`src/hw/rtl/sfc_pkg.sv`:
```
// ----------------------------------------------------------------------------
// sfc_pkg
// Shared types and constants of the sphere/frustum classifier: register
// indexes, register file layout, fixed-point constants and result codes.
// ----------------------------------------------------------------------------
package sfc_pkg;

	// register file write port
	localparam int CFG_IDX_W  = 3;
	localparam int CFG_DATA_W = 60;

	// register indexes
	localparam logic [CFG_IDX_W-1:0] REG_CAMERA_POSITION = 3'd0;
	localparam logic [CFG_IDX_W-1:0] REG_RIGHT_AXIS      = 3'd1;
	localparam logic [CFG_IDX_W-1:0] REG_UP_AXIS         = 3'd2;
	localparam logic [CFG_IDX_W-1:0] REG_VIEW_AXIS       = 3'd3;
	localparam logic [CFG_IDX_W-1:0] REG_TAN_HALF_FOV    = 3'd4;
	localparam logic [CFG_IDX_W-1:0] REG_ASPECT_RATIO    = 3'd5;
	localparam logic [CFG_IDX_W-1:0] REG_SPHERE_FACTOR   = 3'd6;

	// field widths
	localparam int CAM_FIELD_W = 20;
	localparam int CAM_W       = 3 * CAM_FIELD_W;
	localparam int AXIS_W      = 16;
	localparam int AXIS_REG_W  = 3 * AXIS_W;
	localparam int FACTOR_W    = 16;
	localparam int SCALE_W     = 16;

	// sqrt2 in Q1.30, rounded to nearest
	localparam int SQRT2_W = 31;
	localparam logic [SQRT2_W-1:0] SQRT2_Q30 = 31'd1518500250;

	// radius: factor * scale * sqrt2, 42 fraction bits
	localparam int SR_W = FACTOR_W + SCALE_W + SQRT2_W;

	// reset values
	localparam logic [CAM_W-1:0]      CAMERA_RST = '0;
	localparam logic [AXIS_REG_W-1:0] RIGHT_RST  = 48'h0000_0000_4000;
	localparam logic [AXIS_REG_W-1:0] UP_RST     = 48'h0000_4000_0000;
	localparam logic [AXIS_REG_W-1:0] VIEW_RST   = 48'h4000_0000_0000;
	localparam logic [FACTOR_W-1:0]   TAN_RST    = 16'd4096;
	localparam logic [FACTOR_W-1:0]   ASPECT_RST = 16'd4096;
	localparam logic [FACTOR_W-1:0]   SPHERE_RST = 16'd5793;

	// containment codes
	localparam int CONT_W = 2;
	localparam logic [CONT_W-1:0] CONT_OUTSIDE   = 2'd0;
	localparam logic [CONT_W-1:0] CONT_INTERSECT = 2'd1;
	localparam logic [CONT_W-1:0] CONT_INSIDE    = 2'd2;

	// register file contents
	typedef struct packed {
		logic [CAM_W-1:0]      camera_position;
		logic [AXIS_REG_W-1:0] right_axis;
		logic [AXIS_REG_W-1:0] up_axis;
		logic [AXIS_REG_W-1:0] view_axis;
		logic [FACTOR_W-1:0]   tan_half_fov;
		logic [FACTOR_W-1:0]   aspect_ratio;
		logic [FACTOR_W-1:0]   sphere_factor;
	} cfg_t;

endpackage

```
`src/hw/rtl/sfc_cfg_regs.sv`:
```
// ----------------------------------------------------------------------------
// sfc_cfg_regs
// Camera and frustum register file, written through a plain write port.
// ----------------------------------------------------------------------------
module sfc_cfg_regs (
	input  logic                           clk,
	input  logic                           arst_n,
	input  logic                           cfg_we,
	input  logic [sfc_pkg::CFG_IDX_W-1:0]  cfg_index,
	input  logic [sfc_pkg::CFG_DATA_W-1:0] cfg_data,
	output sfc_pkg::cfg_t                  cfg
);
	import sfc_pkg::*;

	cfg_t cfg_q;

	// register writes, unknown indexes dropped
	always_ff @(posedge clk or negedge arst_n) begin
		if (!arst_n) begin
			cfg_q.camera_position <= CAMERA_RST;
			cfg_q.right_axis      <= RIGHT_RST;
			cfg_q.up_axis         <= UP_RST;
			cfg_q.view_axis       <= VIEW_RST;
			cfg_q.tan_half_fov    <= TAN_RST;
			cfg_q.aspect_ratio    <= ASPECT_RST;
			cfg_q.sphere_factor   <= SPHERE_RST;
		end else if (cfg_we) begin
			case (cfg_index)
				REG_CAMERA_POSITION: cfg_q.camera_position <= cfg_data[CAM_W-1:0];
				REG_RIGHT_AXIS:      cfg_q.right_axis      <= cfg_data[AXIS_REG_W-1:0];
				REG_UP_AXIS:         cfg_q.up_axis         <= cfg_data[AXIS_REG_W-1:0];
				REG_VIEW_AXIS:       cfg_q.view_axis       <= cfg_data[AXIS_REG_W-1:0];
				REG_TAN_HALF_FOV:    cfg_q.tan_half_fov    <= cfg_data[FACTOR_W-1:0];
				REG_ASPECT_RATIO:    cfg_q.aspect_ratio    <= cfg_data[FACTOR_W-1:0];
				REG_SPHERE_FACTOR:   cfg_q.sphere_factor   <= cfg_data[FACTOR_W-1:0];
				default: ;
			endcase
		end
	end

	assign cfg = cfg_q;

endmodule

```
`config.mk`:
```
export PLATFORM = sky130hd
export DESIGN_NAME = sfc_cfg_regs
export DESIGN_NICKNAME = d
export VERILOG_FILES = /design/src/hw/rtl/sfc_pkg.sv /design/src/hw/rtl/sfc_cfg_regs.sv
export SDC_FILE = /design/constraint.sdc
export NUM_CORES = 1
export LEC_CHECK = 0
export BUFFER_PORTS_ARGS = -buffer_cell sky130_fd_sc_hd__buf_2
export CORE_MARGIN = 1.5
export CORE_UTILIZATION = 45
export CTS_CLUSTER_DIAMETER = 40
export CTS_CLUSTER_SIZE = 16
export DETAILED_ROUTE_END_ITERATION = 10
export HOLD_SLACK_MARGIN = 0.12
export PLACE_DENSITY = 0.83
export SLEW_MARGIN = 30
export SYNTH_ARGS = -nofsm -noshare
export SYNTH_HDL_FRONTEND = slang
export SYNTH_SLANG_ARGS = --single-unit
```
`constraint.sdc`:
```
create_clock -name clk -period 2.3 [get_ports clk]
set_clock_uncertainty 0.1 [all_clocks]
set_input_delay 0.46 -clock clk [delete_from_list [all_inputs] [get_ports clk]]
set_output_delay 0.46 -clock clk [all_outputs]
set_load 0.05 [all_outputs]
```
# --- Yosys cells after proc, flatten, opt, wreduce, memory -nomap -nowiden ---
# Cells that the tools add are included.
# Widths: inputs -> output; s select.
word_totals:
  mem_bits_rw: 0
  latch_bits: 0
  n_memories: 0
  wordCells: 21
  inputBits: 66
  register_bits: 252
  mem_bits_ro: 0
op_classes:
  shift: 0
  n_bitwise: 0
  order_cmp: 0
  n_mul: 0
  reduce_logical: 8
  n_eq_ne: 6
  div_mod_pow: 0
  mux: 0
  n_addsub: 0
op_table:
  columns: ["operator", "count"]
  rows:
  - ["$reduce_and 2->1", 7]
  - ["$eq 3x3->1 const B", 3]
  - ["$eq 3x2->1 const B", 2]
  - ["$eq 3x1->1 const B", 1]
  - ["$logic_not 3->1", 1]

# --- Depth between registers and ports, before layout ---
depth:
  word_depth: 2
  ltp_mapped: 5

# --- Least setup slack after synthesis ---
# OpenSTA, ideal clock, no wires.
synth_path:
  path_kind: "input -> register"
  start: "in cfg_index[2] (netlist name)"
  end: "reg cfg_q, in the netlist cfg[181]"
  setup_time_ns: 0.125
  stages: 5
  slack_ns: 0.553
  path_buffers: 3
  arrival_ns: 1.522
  t_required_ns: 2.075
  cell_sequence: "buf_2 -> and4bb_2 -> buf_6 -> buf_6 -> mux2_2"
synth_between:
  elab_chain_cells: 2
synth_rtl:
  columns: ["element", "line", "text"]
  rows:
  - ["start, declared", "sfc_cfg_regs.sv:9", "input logic [sfc_pkg::CFG_IDX_W-1:0] cfg_index,"]
  - ["$eq 3x1->1", "sfc_cfg_regs.sv:28", "case (cfg_index)"]
  - ["$reduce_and 2->1 (no line)", null, null]
  - ["end, declared", "sfc_cfg_regs.sv:15", "cfg_t cfg_q;"]
# Every way passes these cells.
# A chain may end at the register's enable or synchronous reset.

# --- Final worst setup path ---
layout_path:
  start: "reg cfg_q, in the netlist cfg[10]"
  end: "out cfg[10] (netlist name)"
layout_lines:
  columns: ["element", "line", "text"]
  rows:
  - ["end, declared", "sfc_cfg_regs.sv:11", "output sfc_pkg::cfg_t cfg"]
# No word-level cell between the ends.

==> impl_metrics.py <==
metrics = {
    "status": {
        "status": "complete, no violations",
    },
    "worst_setup_path": {
        "crit_fanout": 2,
        "worstPathCellList": "buf_2",
        "worstPathArrival_ns": 1.35,
        "cp_top_family": "flip-flops",
        "crit_buf_inv": 1,
        "crit_required_ns": 1.74,
        "critPathCaptureType": "output pin",
        "max_stage_delay_ns": 0.54,
        "cpMaxStageDelayCell": "dfstp_2",
        "start_kind": "flop",
        "crit_type": "flop to output pin",
    },
    "hold_path": {
        "hp-class": "input port to flop",
    },
    "drt": {
        "drc": 0,
        "routed_wirelength_um": 22900,
        "drt_iter0_drc": 120,
        "vias": 6113,
        "ant_nets": 0,
        "wl_per_cell_um": 18.9,
        "vias_per_cell": 5.03,
        "dr.pass1.iters": 6,
    },
    "layout": {
        "final_net_count": 987,
        "layout_common_cells": "buf_2 (316), mux2_2 (244), dfrtp_1 (241)",
        "fin_cells": 1215,
        "layout_commonest_cell": "buf_2",
        "largest_reg_flops": 252,
        "area_growth_pct": 36.5,
        "num-fill-cells": 1449,
        "drive_gt1_frac": 0.691,
        "postLayoutCoreUtil": 0.632,
        "antenna_cells": 0,
    },
    "logic_synthesis": {
        "avgSynthCellArea_um2": 17.6,
        "synth_fa_ha_area_frac": 0,
        "yosys.area.top_type": "dfrtp_1",
        "syn_nets": 603,
        "synthDistinctLibCells": 11,
        "yosysTopAreaCellShare": 0.638,
        "synth_top_family_by_area": "multiplexers",
        "synth_xor_area_frac": 0,
        "synth-seq-cells": 252,
        "synth_area_um2": 9460,
        "seq_area_frac_synth": 0.668,
        "synth.area.top_cells": "dfrtp_1 (64%), mux2_2 (29%), dfstp_2 (3.1%)",
        "netlist_instances": 537,
        "synth.area.mux_share": 0.300,
        "ys.warnings.count": 0,
        "synthSimpleGateAreaFrac": 0.0106,
        "synth_compound_area_frac": 0,
    },
    "clock_tree": {
        "cts.sinks": 252,
        "cts_root_buffer": "clkbuf_16",
        "numCtsBuffers": 30,
        "ctsResizeCount": 0,
        "cts_tree": "built",
        "clockBufferDepth": 3,
        "clock_latency_ns": 0.52,
        "clk_pin_slew_worst_paths_ns": 0.06,
        "h-tree-depth": 1,
    },
    "sta": {
        "slew_headroom": 0.522,
        "setup_viol_count_final": 0,
        "post-route-period-util": 0.830,
        "hold_slack_ns": 0.140,
        "rsz0062_at_grt": "false",
        "finalHoldViolCount": 0,
        "fmax_mhz": 524,
        "min_period_ns": 1.91,
        "slew_violations": 0,
        "setup_tns_ns": 0,
        "worstMarginPinSlew_ns": 0.715,
    },
    "job": {
        "maxCapViolations": 0,
    },
    "die": {
        "placeableCoreArea_um2": 20400,
        "dieArea_um2": 21900,
        "io_pins": 318,
        "die_x_um": 148,
        "dieHeight_um": 148,
        "rows": 52,
        "start_util": 0.463,
    },
    "placement": {
        "placed_cells": 1118,
        "gp_congestion": 0.769,
        "portBuffers": 317,
        "dpl.hpwl_um": 15200,
    },
    "global_route": {
        "grt_usage": 0.209,
        "grt-ovfl-total": 0,
        "grt_pass1_vias": 6426,
        "grt_pass1_wl_um": 36100,
        "grt_max_degree": 78,
        "antenna_found_initial": 0,
    },
    "power_and_ir_drop": {
        "p_total_mw": 16.8,
        "p_leak_nw": 6.19,
        "max-vdd-ir-drop_v": 0.000948,
        "p_per_area_nw_per_um2": 1300,
    },
}
## cell usage after synthesis
cell type and number:
dfstp_2 11, nand4b_2 2, and4bb_2 3, buf_6 9, nor4b_4 1, dfrtp_1 241
buf_2 11, mux2_1 8, mux2_2 244, nand4b_1 1, buf_4 6
## power by group
group | switching, mW | total (mW) | internal [mW]
Combinational | 4.51 | 6.01 | 1.50
Sequential | 0.485 | 5.93 | 5.44
Clock | 2.04 | 4.88 | 2.84
Total | 7.03 | 16.8 | 9.79
## stage by stage
stage / area [um2] / setup slack, ns
after floorplan: 9460 / 0.553
after global placement: 11400 / 0.306
after detailed placement: 11400 / 0.254
after CTS: 12900 / 0.364
after global routing: 12900 / 0.352
final: 12900 / 0.390
## path summary, 6_finish.rpt
check                                     startpoint                   end  slack [ns]  depth (start not counted)
max in group asynchronous                     arst_n    cfg[9]$_DFFE_PN1P_        0.98                          3
min in group asynchronous                     arst_n  cfg[187]$_DFFE_PN0P_        0.40                          2
worst min-delay path                    cfg_data[39]   cfg[87]$_DFFE_PN0P_        0.14                          2
worst min register to register  cfg[245]$_DFFE_PN0P_  cfg[245]$_DFFE_PN0P_        0.38                          1
worst max-delay path             cfg[10]$_DFFE_PN1P_               cfg[10]        0.39                          1
worst max register to register   cfg[89]$_DFFE_PN0P_   cfg[89]$_DFFE_PN0P_        1.40                          1
## routing by layer
| metal | track usage | share of wire |
|---|---|---|
| met1 | 0.266 | 0.42 |
| met2 | 0.348 | 0.47 |
| met3 | 0.0648 | 0.091 |
| met4 | 0.0540 | 0.021 |
| met5 | 0 | 0 |
## layout make-up
| type | count | area [um2] | area share |
|---|---|---|---|
| sequential | 252 | 6320 | 0.489 |
| multi-input combinational | 259 | 2940 | 0.228 |
| timing repair buffer | 378 | 2260 | 0.175 |
| clock buffer | 33 | 793 | 0.0614 |
| tap | 270 | 338 | 0.0262 |
| clock inverter | 23 | 267 | 0.0206 |
## kinds of logic (layout without fill, tap and decap cells)
logic type | count (synthesis) | in the layout
buffers and inverters | 26 | 434
AND/OR/NAND/NOR | 7 | 7
multiplexers | 252 | 252
flip-flops | 252 | 252
## what timing repair did
| action | 4_1_cts | 5_1_grt |
|---|---|---|
| setup buffers | 0 | 0 |
| hold endpoints to repair | 182 | 0 |
| hold buffers | 41 | 0 |
(Power assumes the default switching activity.)
