$ cat src/hw/rtl/sfc_pkg.sv
// ----------------------------------------------------------------------------
// sfc_pkg
// Shared types and constants of the sphere/frustum classifier: register
// indexes, register file layout, fixed-point constants and result codes.
// ----------------------------------------------------------------------------
package sfc_pkg;

	// register file write port
	localparam int CFG_IDX_W  = 3;
	localparam int CFG_DATA_W = 60;

	// register indexes
	localparam logic [CFG_IDX_W-1:0] REG_CAMERA_POSITION = 3'd0;
	localparam logic [CFG_IDX_W-1:0] REG_RIGHT_AXIS      = 3'd1;
	localparam logic [CFG_IDX_W-1:0] REG_UP_AXIS         = 3'd2;
	localparam logic [CFG_IDX_W-1:0] REG_VIEW_AXIS       = 3'd3;
	localparam logic [CFG_IDX_W-1:0] REG_TAN_HALF_FOV    = 3'd4;
	localparam logic [CFG_IDX_W-1:0] REG_ASPECT_RATIO    = 3'd5;
	localparam logic [CFG_IDX_W-1:0] REG_SPHERE_FACTOR   = 3'd6;

	// field widths
	localparam int CAM_FIELD_W = 20;
	localparam int CAM_W       = 3 * CAM_FIELD_W;
	localparam int AXIS_W      = 16;
	localparam int AXIS_REG_W  = 3 * AXIS_W;
	localparam int FACTOR_W    = 16;
	localparam int SCALE_W     = 16;

	// sqrt2 in Q1.30, rounded to nearest
	localparam int SQRT2_W = 31;
	localparam logic [SQRT2_W-1:0] SQRT2_Q30 = 31'd1518500250;

	// radius: factor * scale * sqrt2, 42 fraction bits
	localparam int SR_W = FACTOR_W + SCALE_W + SQRT2_W;

	// reset values
	localparam logic [CAM_W-1:0]      CAMERA_RST = '0;
	localparam logic [AXIS_REG_W-1:0] RIGHT_RST  = 48'h0000_0000_4000;
	localparam logic [AXIS_REG_W-1:0] UP_RST     = 48'h0000_4000_0000;
	localparam logic [AXIS_REG_W-1:0] VIEW_RST   = 48'h4000_0000_0000;
	localparam logic [FACTOR_W-1:0]   TAN_RST    = 16'd4096;
	localparam logic [FACTOR_W-1:0]   ASPECT_RST = 16'd4096;
	localparam logic [FACTOR_W-1:0]   SPHERE_RST = 16'd5793;

	// containment codes
	localparam int CONT_W = 2;
	localparam logic [CONT_W-1:0] CONT_OUTSIDE   = 2'd0;
	localparam logic [CONT_W-1:0] CONT_INTERSECT = 2'd1;
	localparam logic [CONT_W-1:0] CONT_INSIDE    = 2'd2;

	// register file contents
	typedef struct packed {
		logic [CAM_W-1:0]      camera_position;
		logic [AXIS_REG_W-1:0] right_axis;
		logic [AXIS_REG_W-1:0] up_axis;
		logic [AXIS_REG_W-1:0] view_axis;
		logic [FACTOR_W-1:0]   tan_half_fov;
		logic [FACTOR_W-1:0]   aspect_ratio;
		logic [FACTOR_W-1:0]   sphere_factor;
	} cfg_t;

endpackage

$ cat src/hw/rtl/sfc_classify.sv
// ----------------------------------------------------------------------------
// sfc_classify
// Stage 7: band tests on both axes and the output register of the block.
// ----------------------------------------------------------------------------
module sfc_classify #(
	parameter int COORD_WIDTH = 20
) (
	input  logic                                   clk,
	input  logic                                   arst_n,
	input  logic                                   en,
	input  logic                                   in_valid,
	input  logic signed [COORD_WIDTH+(COORD_WIDTH>20?0:20-COORD_WIDTH)+52:0] wax,
	input  logic signed [COORD_WIDTH+(COORD_WIDTH>20?0:20-COORD_WIDTH)+52:0] way,
	input  logic signed [COORD_WIDTH+(COORD_WIDTH>20?0:20-COORD_WIDTH)+52:0] hi_x,
	input  logic signed [COORD_WIDTH+(COORD_WIDTH>20?0:20-COORD_WIDTH)+52:0] lo_x,
	input  logic signed [COORD_WIDTH+(COORD_WIDTH>20?0:20-COORD_WIDTH)+52:0] hi_y,
	input  logic signed [COORD_WIDTH+(COORD_WIDTH>20?0:20-COORD_WIDTH)+52:0] lo_y,
	output logic                                   out_valid,
	output logic [sfc_pkg::CONT_W-1:0]             containment,
	output logic                                   visible
);
	import sfc_pkg::*;

	logic              outside_x, outside_y, touch_x, touch_y;
	logic [CONT_W-1:0] cls;

	logic              valid_s7;
	logic [CONT_W-1:0] cls_s7;
	logic              vis_s7;

	// outside the widened band, or reaching past the narrowed one
	always_comb begin
		outside_x = (wax > hi_x) || ((-hi_x) > wax);
		outside_y = (way > hi_y) || ((-hi_y) > way);
		touch_x   = (wax > lo_x) || ((-lo_x) > wax);
		touch_y   = (way > lo_y) || ((-lo_y) > way);
		if (outside_x || outside_y) begin
			cls = CONT_OUTSIDE;
		end else if (touch_x || touch_y) begin
			cls = CONT_INTERSECT;
		end else begin
			cls = CONT_INSIDE;
		end
	end

	// output valid
	always_ff @(posedge clk or negedge arst_n) begin
		if (!arst_n) begin
			valid_s7 <= 1'b0;
		end else if (en) begin
			valid_s7 <= in_valid;
		end
	end

	// output payload
	always_ff @(posedge clk) begin
		if (en) begin
			cls_s7 <= cls;
			vis_s7 <= (cls != CONT_OUTSIDE);
		end
	end

	assign out_valid   = valid_s7;
	assign containment = cls_s7;
	assign visible     = vis_s7;

endmodule

$ cat config.mk
export PLATFORM = sky130hd
export DESIGN_NAME = sfc_classify
export DESIGN_NICKNAME = d
export VERILOG_FILES = /design/src/hw/rtl/sfc_pkg.sv /design/src/hw/rtl/sfc_classify.sv
export SDC_FILE = /design/constraint.sdc
export NUM_CORES = 1
export LEC_CHECK = 0
export BUFFER_PORTS_ARGS = -buffer_cell sky130_fd_sc_hd__buf_2
export CORE_MARGIN = 2
export CORE_UTILIZATION = 25
export DETAILED_ROUTE_END_ITERATION = 12
export PLACE_DENSITY = 0.51
export SETUP_SLACK_MARGIN = 0.1
export SLEW_MARGIN = 15
export SYNTH_ARGS = -nofsm -noshare
export SYNTH_HDL_FRONTEND = slang
export SYNTH_SLANG_ARGS = --single-unit
$ cat constraint.sdc
create_clock -name clk -period 0.8 [get_ports clk]
set_input_delay 0.04 -clock clk [delete_from_list [all_inputs] [get_ports clk]]
set_output_delay 0.04 -clock clk [all_outputs]
set_load 0.01 [all_outputs]
---- Word-level counts from Yosys, hierarchy flattened ----
Cells that the tools add are included.
storage, ports and cells
  flip-flop bits (word level) ............. 4
  bits of input ports ..................... 442
  output and inout port bits .............. 4
  logic and storage cells ................. 24
operators by class
  add/sub/neg operators ................... 4
  $lt $le $gt $ge ......................... 8
  muxes and demuxes ....................... 2
  reductions and logical operators ........ 7
operators by type and width
  cell               count
  $gt 73x73->1       8
  $neg 73->73        4
  $logic_or 1x1->1   6
  $mux 2             2
  $reduce_bool 2->1  1

---- Logic depth before layout (Yosys ltp) ----
Gate-level depths: netlist of the first run.
  depth in word-level cells ............... 7
  mapped depth ............................ 22

---- Least setup slack after synthesis of the first run ----
OpenSTA, ideal clock, no wires.
  kind .................................... input to register
  from .................................... input port lo_x[32] (netlist bit)
  to ...................................... register cls_s7[0] (netlist: containment[0]), data pin
  data arrival time ....................... 4.503 ns
  slack ................................... -3.967 ns
  stages on the path ...................... 19
  path through ............................ or4_4 -> or3_1 -> or3_4 -> nor4_4 -> nand3_2 -> or4_4 -> nor2_4 -> nand4_1 -> xnor2_1 -> ha_1 -> nand4_1 -> nor2_1 -> nand4_1 -> or4_1 -> o21ai_0 -> nor2_1 -> a211oi_1 -> nand4_1 -> nor2b_1
between the ends
  cells in the longest elaborated chain, start to end .. 6
RTL lines
  item                    RTL line            source
  start: declaration      sfc_classify.sv:15  input logic signed [COORD_WIDTH+(COORD_WIDTH>20?0:20-COORD_WIDTH)+52:0] lo_x,
  $neg 73->73             sfc_classify.sv:35  touch_x = (wax > lo_x) || ((-lo_x) > wax);
  $gt 73x73->1            sfc_classify.sv:35
  $logic_or 1x1->1 *      sfc_classify.sv:35
  $logic_or 1x1->1 *      sfc_classify.sv:39  end else if (touch_x || touch_y) begin
  $mux 2 *                sfc_classify.sv:39
  $mux 2 *                sfc_classify.sv:37  if (outside_x || outside_y) begin
  named net cls[0]        sfc_classify.sv:25  logic [CONT_W-1:0] cls;
  end signal: assignment  sfc_classify.sv:58  cls_s7 <= cls;
  end: declaration        sfc_classify.sv:28  logic [CONT_W-1:0] cls_s7;
Mark *: on every way through the listed nets, which the timed path passes. The rest lies on a longest branch.
A chain may end at the register's enable or synchronous reset.

---- Worst setup path after layout of the first run ----
Same ends and word-level chain as after synthesis.

==> results of run 1 <==
repair_timing:
action,CTS,global route
endpoints found under the setup margin,8,8
pin swaps,25,39
setup buffers,11,10
hold buffers,1,0
resized for setup,42,69
hold endpoints to repair,1,0
cells by family after synthesis:
group                    after synthesis
AO/OA/AOI/OAI                        521
XOR/XNOR                             276
adder cells (fa/ha/maj)              588
buffers and inverters                459
flip-flops                             4
multiplexers                           1
AND/OR/NAND/NOR                      838
worst max-delay path, stage by stage:
cell and delay [ns]:
buf_6 0.09, or4_4 0.55, or3_4 0.35, or3_4 0.35, nor4_4 0.13, buf_4 0.18
nand3_4 0.08, or4_4 0.52, nor2_4 0.21, nand4_1 0.14, xnor2_1 0.15, ha_1 0.30
nand4_1 0.13, nor2_2 0.12, nand4_1 0.14, or4_4 0.45, o21ai_4 0.18, nor2_2 0.05
a211oi_2 0.28, nand4_1 0.14, nor2b_1 0.16
path summary, 6_finish.rpt:
kind                            slack (ns)              to  cells after the start
worst max-delay path                 -3.99  containment[0]                     21
worst min-delay path                  0.04       out_valid                      2
worst max register to register        0.05       out_valid                      1
worst min register to register        0.51       out_valid                      1
max in group asynchronous             0.61       out_valid                      2
min in group asynchronous             0.11       out_valid                      2
through the flow:
stage               instances  instance area (µm²)  hold WS, ns   util  power [mW]
floorplan                2687                19500       -0.256      -        6.41
global placement         5134                30300       -0.185  0.392        13.9
detailed placement       5134                30300       -0.185  0.392        14.0
CTS                      5150                30600       0.0241  0.396        15.1
global route             5162                31000       0.0382  0.401        16.9
finish                   5168                31000       0.0354  0.401        15.1
placed cells by master (no fill, tap or decap), types with 81 or more instances in the layout:
cell type / n
ha_1: 587
a21oi_1: 201
buf_2: 432
buf_4: 985
nand2_1: 153
nor2_1: 146
a21o_1: 106
o21ai_0: 93
nand4_1: 133
xnor2_1: 274
inv_1: 452
nor3_1: 81
routing by layer:
| layer | up-vias | routed length, µm | track usage |
|---|---|---|---|
| met5 | - | 172 | 0 |
| met3 | 76 | 3910 | 0.0212 |
| met4 | 28 | 902 | 0.0216 |
| met2 | 469 | 44000 | 0.400 |
| li1 | 12555 | - | - |
| met1 | 10870 | 36500 | 0.250 |
synth_stat cells (10+ instances only):
master    instances
a21o_1          106
and4_1           20
nand2b_1         15
nor4_1           64
ha_1            588
a211oi_1         22
and3_1           16
nor2b_1          29
nand4_1         133
xnor2_1         276
o211ai_1         10
nor3_1           87
nand3_1          73
or4_1            26
nand2_1         162
a31oi_1          10
inv_1           452
nor2_1          151
a21oi_1         202
o21ai_0          97
or3_1            16
state kept, by name (all words and copies together) (netlist names):
register / count
containment: 2
out_valid: 1
visible: 1
where the power goes:
part / switching, mW / internal (mW)
registers: 0.0219 / 0.244
logic: 6.79 / 7.18
clock network: 0.195 / 0.663
total: 7.00 / 8.08
area by class of cell:
type | instances | area (µm²)
tap | 1040 | 1300
timing repair buffer | 1435 | 9770
inverter | 452 | 1700
clock buffer | 4 | 78.8
multi-input combinational | 2224 | 18000
antenna | 9 | 22.5
sequential | 4 | 115
fill | 8198 | 46200
==> key figures, run 1 <==
Run status
  – Status: complete, but fails checks
  – Violated checks: setup timing

Critical path
  – CP endpoint kind: register
  – Required @ worst endpoint: 0.77 ns
  – Launch point of the worst path: lo_x[32]
  – CP Launch Type: input port
  – WP data arrival: 4.76 ns
  – Setup Crit Path Kind: in -> reg
  – CP Max Fanout: 7
  – RR Startpoint: out_valid

Yosys
  – EDFF count, synth: 3
  – Largest cells by area after synthesis: ha_1 (38%), xnor2_1 (12%), inv_1 (8.7%)
  – XOR/XNOR Fraction of Synth Area: 0.124
  – Gate Count Post-Synth: 2,687
  – Async SR Flop Fraction: 0.250
  – Post-synthesis mux area share: 0.000580
  – Compound-Gate Fraction of Synth Area: 0.165
  – Syn avg cell area: 7.23 µm²
  – Fraction of the mapped netlist area in simple logic gates: 0.236
  – Area fraction of the dominant cell type after synthesis: 0.379
  – Yosys cell types: 73
  – Largest family of logic cells by synthesized area: adder cells
  – Synth area leader: ha_1
  – Synthesized area: 19,400 µm²
  – Syn nets: 3,717
  – Synthesis-stage register bit count: 4
  – Synthesized-area fraction occupied by adder cells: 0.379
  – Post-synth top flop: edfxtp_1
  – Total number of yosys warnings: 0
  – Seq/Total Area, Yosys: 0.00592

Cells and area
  – Final Net Count: 5,150
  – P&R area growth vs syn: 59.5%
  – Layout cells sized above 1: 0.374

Floorplan
  – Boundary pin count: 446
  – Core Region: 77,200 µm²
  – Die area: 80,000 µm²
  – Initial Util: 0.252
  – Die X: 283 µm
  – # rows: 102
  – Die height: 283 µm

STA
  – RSZ-0062 raised after global routing: yes
  – PnR worst setup slack: -3.99 ns
  – Peak Freq: 0.209 GHz
  – # setup viols final: 5
  – Worst slew pin tran: 0.892 ns
  – Clock skew: 0 ns
  – Final TNS setup: -11.95 ns
  – Period minus WS final: 4.79 ns
  – Slew margin rel.: 0.398
  – Final count of pins violating max slew: 0
  – Tcrit/Tclk final: 5.99
  – Final hold vios: 0

Placement
  – Port-buffer cells: 445
  – Final GP Congestion: 0.907
  – Post-Place Setup Slack: -4.46 ns
  – Dpl hpwl: 80,000 µm

Clock tree
  – CTS tree: done
  – Clock transition at path regs: 0.04 ns
  – Clock Tree Buf Depth: 2
  – CTS Root Cell: clkbuf_16
  – Clock sinks: 4
  – H-tree depth: 1
  – CTS buffer count: 3
  – Clock Latency Late Sink: 0.23 ns

GRT
  – First-pass GRT wire length: 129,000 µm
  – Number of global-route vias before repair: 23,972
  – Largest net degree at the start of global routing: 9
  – Overflow after GRT: 0
  – GRT Util Overall: 0.207
  – Antenna violations before repair: 30

Detailed routing
  – Pre-antenna DRT Iters: 5
  – Via count: 23,998
  – Vias per cell: 4.64
  – DRT antenna net count: 0
  – Total Wirelength: 85,500 µm
  – Avg WL per Cell: 16.5 µm
  – Initial DRC count: 963
  – DRC viols: 0

Hold path
  – Startpoint of the worst hold path: in_valid
  – Min-delay worst type: in -> reg

Power
  – VDD IR max: 0.000407 V
  – Leak pwr: 16.7 nW
  – Power Dens Cells: 487 nW/µm²

Run
  – Max-cap violations: 0
(Power assumes the default switching activity.)
==> run 2: changes to the inputs <==
CTS_BUF_LIST = sky130_fd_sc_hd__clkbuf_4 sky130_fd_sc_hd__clkbuf_8   (was not set)
==> run 2 against run 1 <==
The flow still finishes with violations (setup timing). Combinational power barely moved. Total power decreased by 2.2%. Cell count about the same. Core utilization about the same. Maximum frequency is 0.10% higher. Critical endpoint unchanged. Largest cell class unchanged. Largest power group unchanged.
==> key figures, run 2 (synthesis gave the netlist of run 1 again) <==
Floorplan
  – Die height: 283 µm (unchanged)
  – Die X: 283 µm (unchanged)
  – Core Region: 77,200 µm² (unchanged)
  – Initial Util: 0.252 (unchanged)
  – Die area: 80,000 µm² (unchanged)
  – # rows: 102 (unchanged)
  – Boundary pin count: 446 (unchanged)

Critical path
  – CP endpoint kind: register
  – Setup Crit Path Kind: in -> reg
  – Required @ worst endpoint: 0.77 ns (about the same)
  – CP Launch Type: input port
  – CP Max Fanout: 7 (unchanged)
  – WP data arrival: 4.76 ns (about the same)

STA
  – # setup viols final: 5 (unchanged)
  – RSZ-0062 raised after global routing: yes
  – Period minus WS final: 4.79 ns (-0.00497 ns)
  – Final TNS setup: -11.93 ns (+0.0231 ns)
  – Slew margin rel.: 0.381 (-0.0166)
  – Worst slew pin tran: 0.916 ns (+0.0246 ns)
  – Peak Freq: 0.209 GHz (+0.10%)
  – Worst hold margin: 0.0418 ns (+0.00632 ns)
  – Tcrit/Tclk final: 5.98 (-0.00621)
  – PnR worst setup slack: -3.99 ns (+0.00497 ns)
  – Final hold vios: 0 (unchanged)
  – Final count of pins violating max slew: 0 (unchanged)
  – Clock skew: 0 ns (unchanged)

Cells and area
  – Commonest non-fill, non-tap cells in the layout: buf_4 (985), ha_1 (587), inv_1 (452), buf_2 (432), xnor2_1 (274)
  – Number of flip-flops in the largest register: 2 (unchanged)
  – Final instance area: 31,000 µm² (-0.10%)
  – Final Net Count: 5,150 (unchanged)
  – Layout cells sized above 1: 0.375 (about the same)
  – Commonest non-fill, non-tap cell in the layout: buf_4
  – P&R area growth vs syn: 59.4%

GRT
  – Number of global-route vias before repair: 23,974 (+0.0083%)
  – First-pass GRT wire length: 129,000 µm (about the same)
  – Overflow after GRT: 0 (unchanged)
  – GRT Util Overall: 0.207 (about the same)
  – Antenna violations before repair: 29 (-3.3%)
  – Largest net degree at the start of global routing: 9 (unchanged)

Detailed routing
  – Vias per cell: 4.65 (+0.17%)
  – Pre-antenna DRT Iters: 5 (unchanged)
  – Total Wirelength: 85,400 µm (about the same)
  – Avg WL per Cell: 16.5 µm (about the same)
  – Initial DRC count: 904 (-6.1%)
  – DRT antenna net count: 0 (unchanged)
  – Via count: 24,043 (+0.19%)
  – DRC viols: 0 (unchanged)

Run
  – Max-cap violations: 0 (unchanged)

Run status
  – Status: complete, but fails checks
  – Violated checks: setup timing

Clock tree
  – CTS buffer count: 3 (unchanged)
  – Clock Tree Buf Depth: 2 (unchanged)
  – Clock transition at path regs: 0.04 ns (about the same)
  – Clock Latency Late Sink: 0.24 ns (about the same)
  – CTS tree: done
  – CTS Root Cell: clkbuf_8
  – Clock sinks: 4 (unchanged)
  – H-tree depth: 1 (unchanged)

Power
  – VDD IR max: 0.000259 V (-36%)
  – Leak pwr: 16.7 nW (about the same)
  – Power Dens Cells: 477 nW/µm² (-2.1%)

Placement
  – DP Area: 30,300 µm² (unchanged)
  – Dpl hpwl: 80,000 µm (unchanged)
  – Final GP Congestion: 0.907 (unchanged)
  – Post-Place Setup Slack: -4.46 ns (unchanged)
  – Port-buffer cells: 445 (unchanged)

Hold path
  – Min-delay worst type: in -> reg
[run 2: per-layer routing]
layer	GRT usage	up-vias	part of all wire
met3	0.0207	71	0.048
met5	0	-	0.0016
met1	0.251	10895	0.43
met2	0.400	493	0.51
li1	-	12560	-
met4	0.0229	24	0.012
[run 2: where the power goes]
group / internal [mW] / switching (mW)
Combinational: 7.17 / 6.78
Clock: 0.380 / 0.165
Sequential: 0.244 / 0.0212
Total: 7.80 / 6.97
[run 2: worst max-delay path: stages]
cell and delay, ns:
buf_6 0.09, or4_4 0.55, or3_4 0.35, or3_4 0.35, nor4_4 0.13, buf_4 0.18, nand3_4 0.08, or4_4 0.52
nor2_4 0.21, nand4_1 0.14, xnor2_1 0.15, ha_1 0.30, nand4_1 0.13, nor2_2 0.12, nand4_1 0.14, or4_4 0.45
o21ai_4 0.18, nor2_2 0.05, a211oi_2 0.28, nand4_1 0.14, nor2b_1 0.16
[run 2: final timing paths]
check,from,endpoint,slack [ns],cells after the start
max,lo_x[32],containment[0],-3.99,21
min,in_valid,out_valid,0.04,2
max reg2reg,out_valid,out_valid,0.06,1
min reg2reg,out_valid,out_valid,0.51,1
max in group asynchronous,arst_n,out_valid,0.61,2
min in group asynchronous,arst_n,out_valid,0.11,2
[run 2: final cells by class]
cell class | count | area (µm²)
fill | 8202 | 46200
multi-input combinational | 2224 | 18000
timing repair buffer | 1435 | 9770
inverter | 452 | 1700
tap | 1040 | 1300
sequential | 4 | 115
clock buffer | 4 | 48.8
antenna | 10 | 25.0
[run 2: what timing repair did]
action,4_1_cts,5_1_grt
endpoints found under the setup margin,8,8
hold buffers,1,0
pin swaps,25,39
endpoints found under the hold margin,1,0
buffers inserted,11,10
resized for setup,41,69
[run 2: through the flow]
step,total power [mW],std cells,util
finish,14.8,5169,0.401
global route,16.5,5162,0.401
CTS,14.8,5150,0.396
detailed placement,14.0,5134,0.392
global placement,13.9,5134,0.392
floorplan,6.41,2687,-
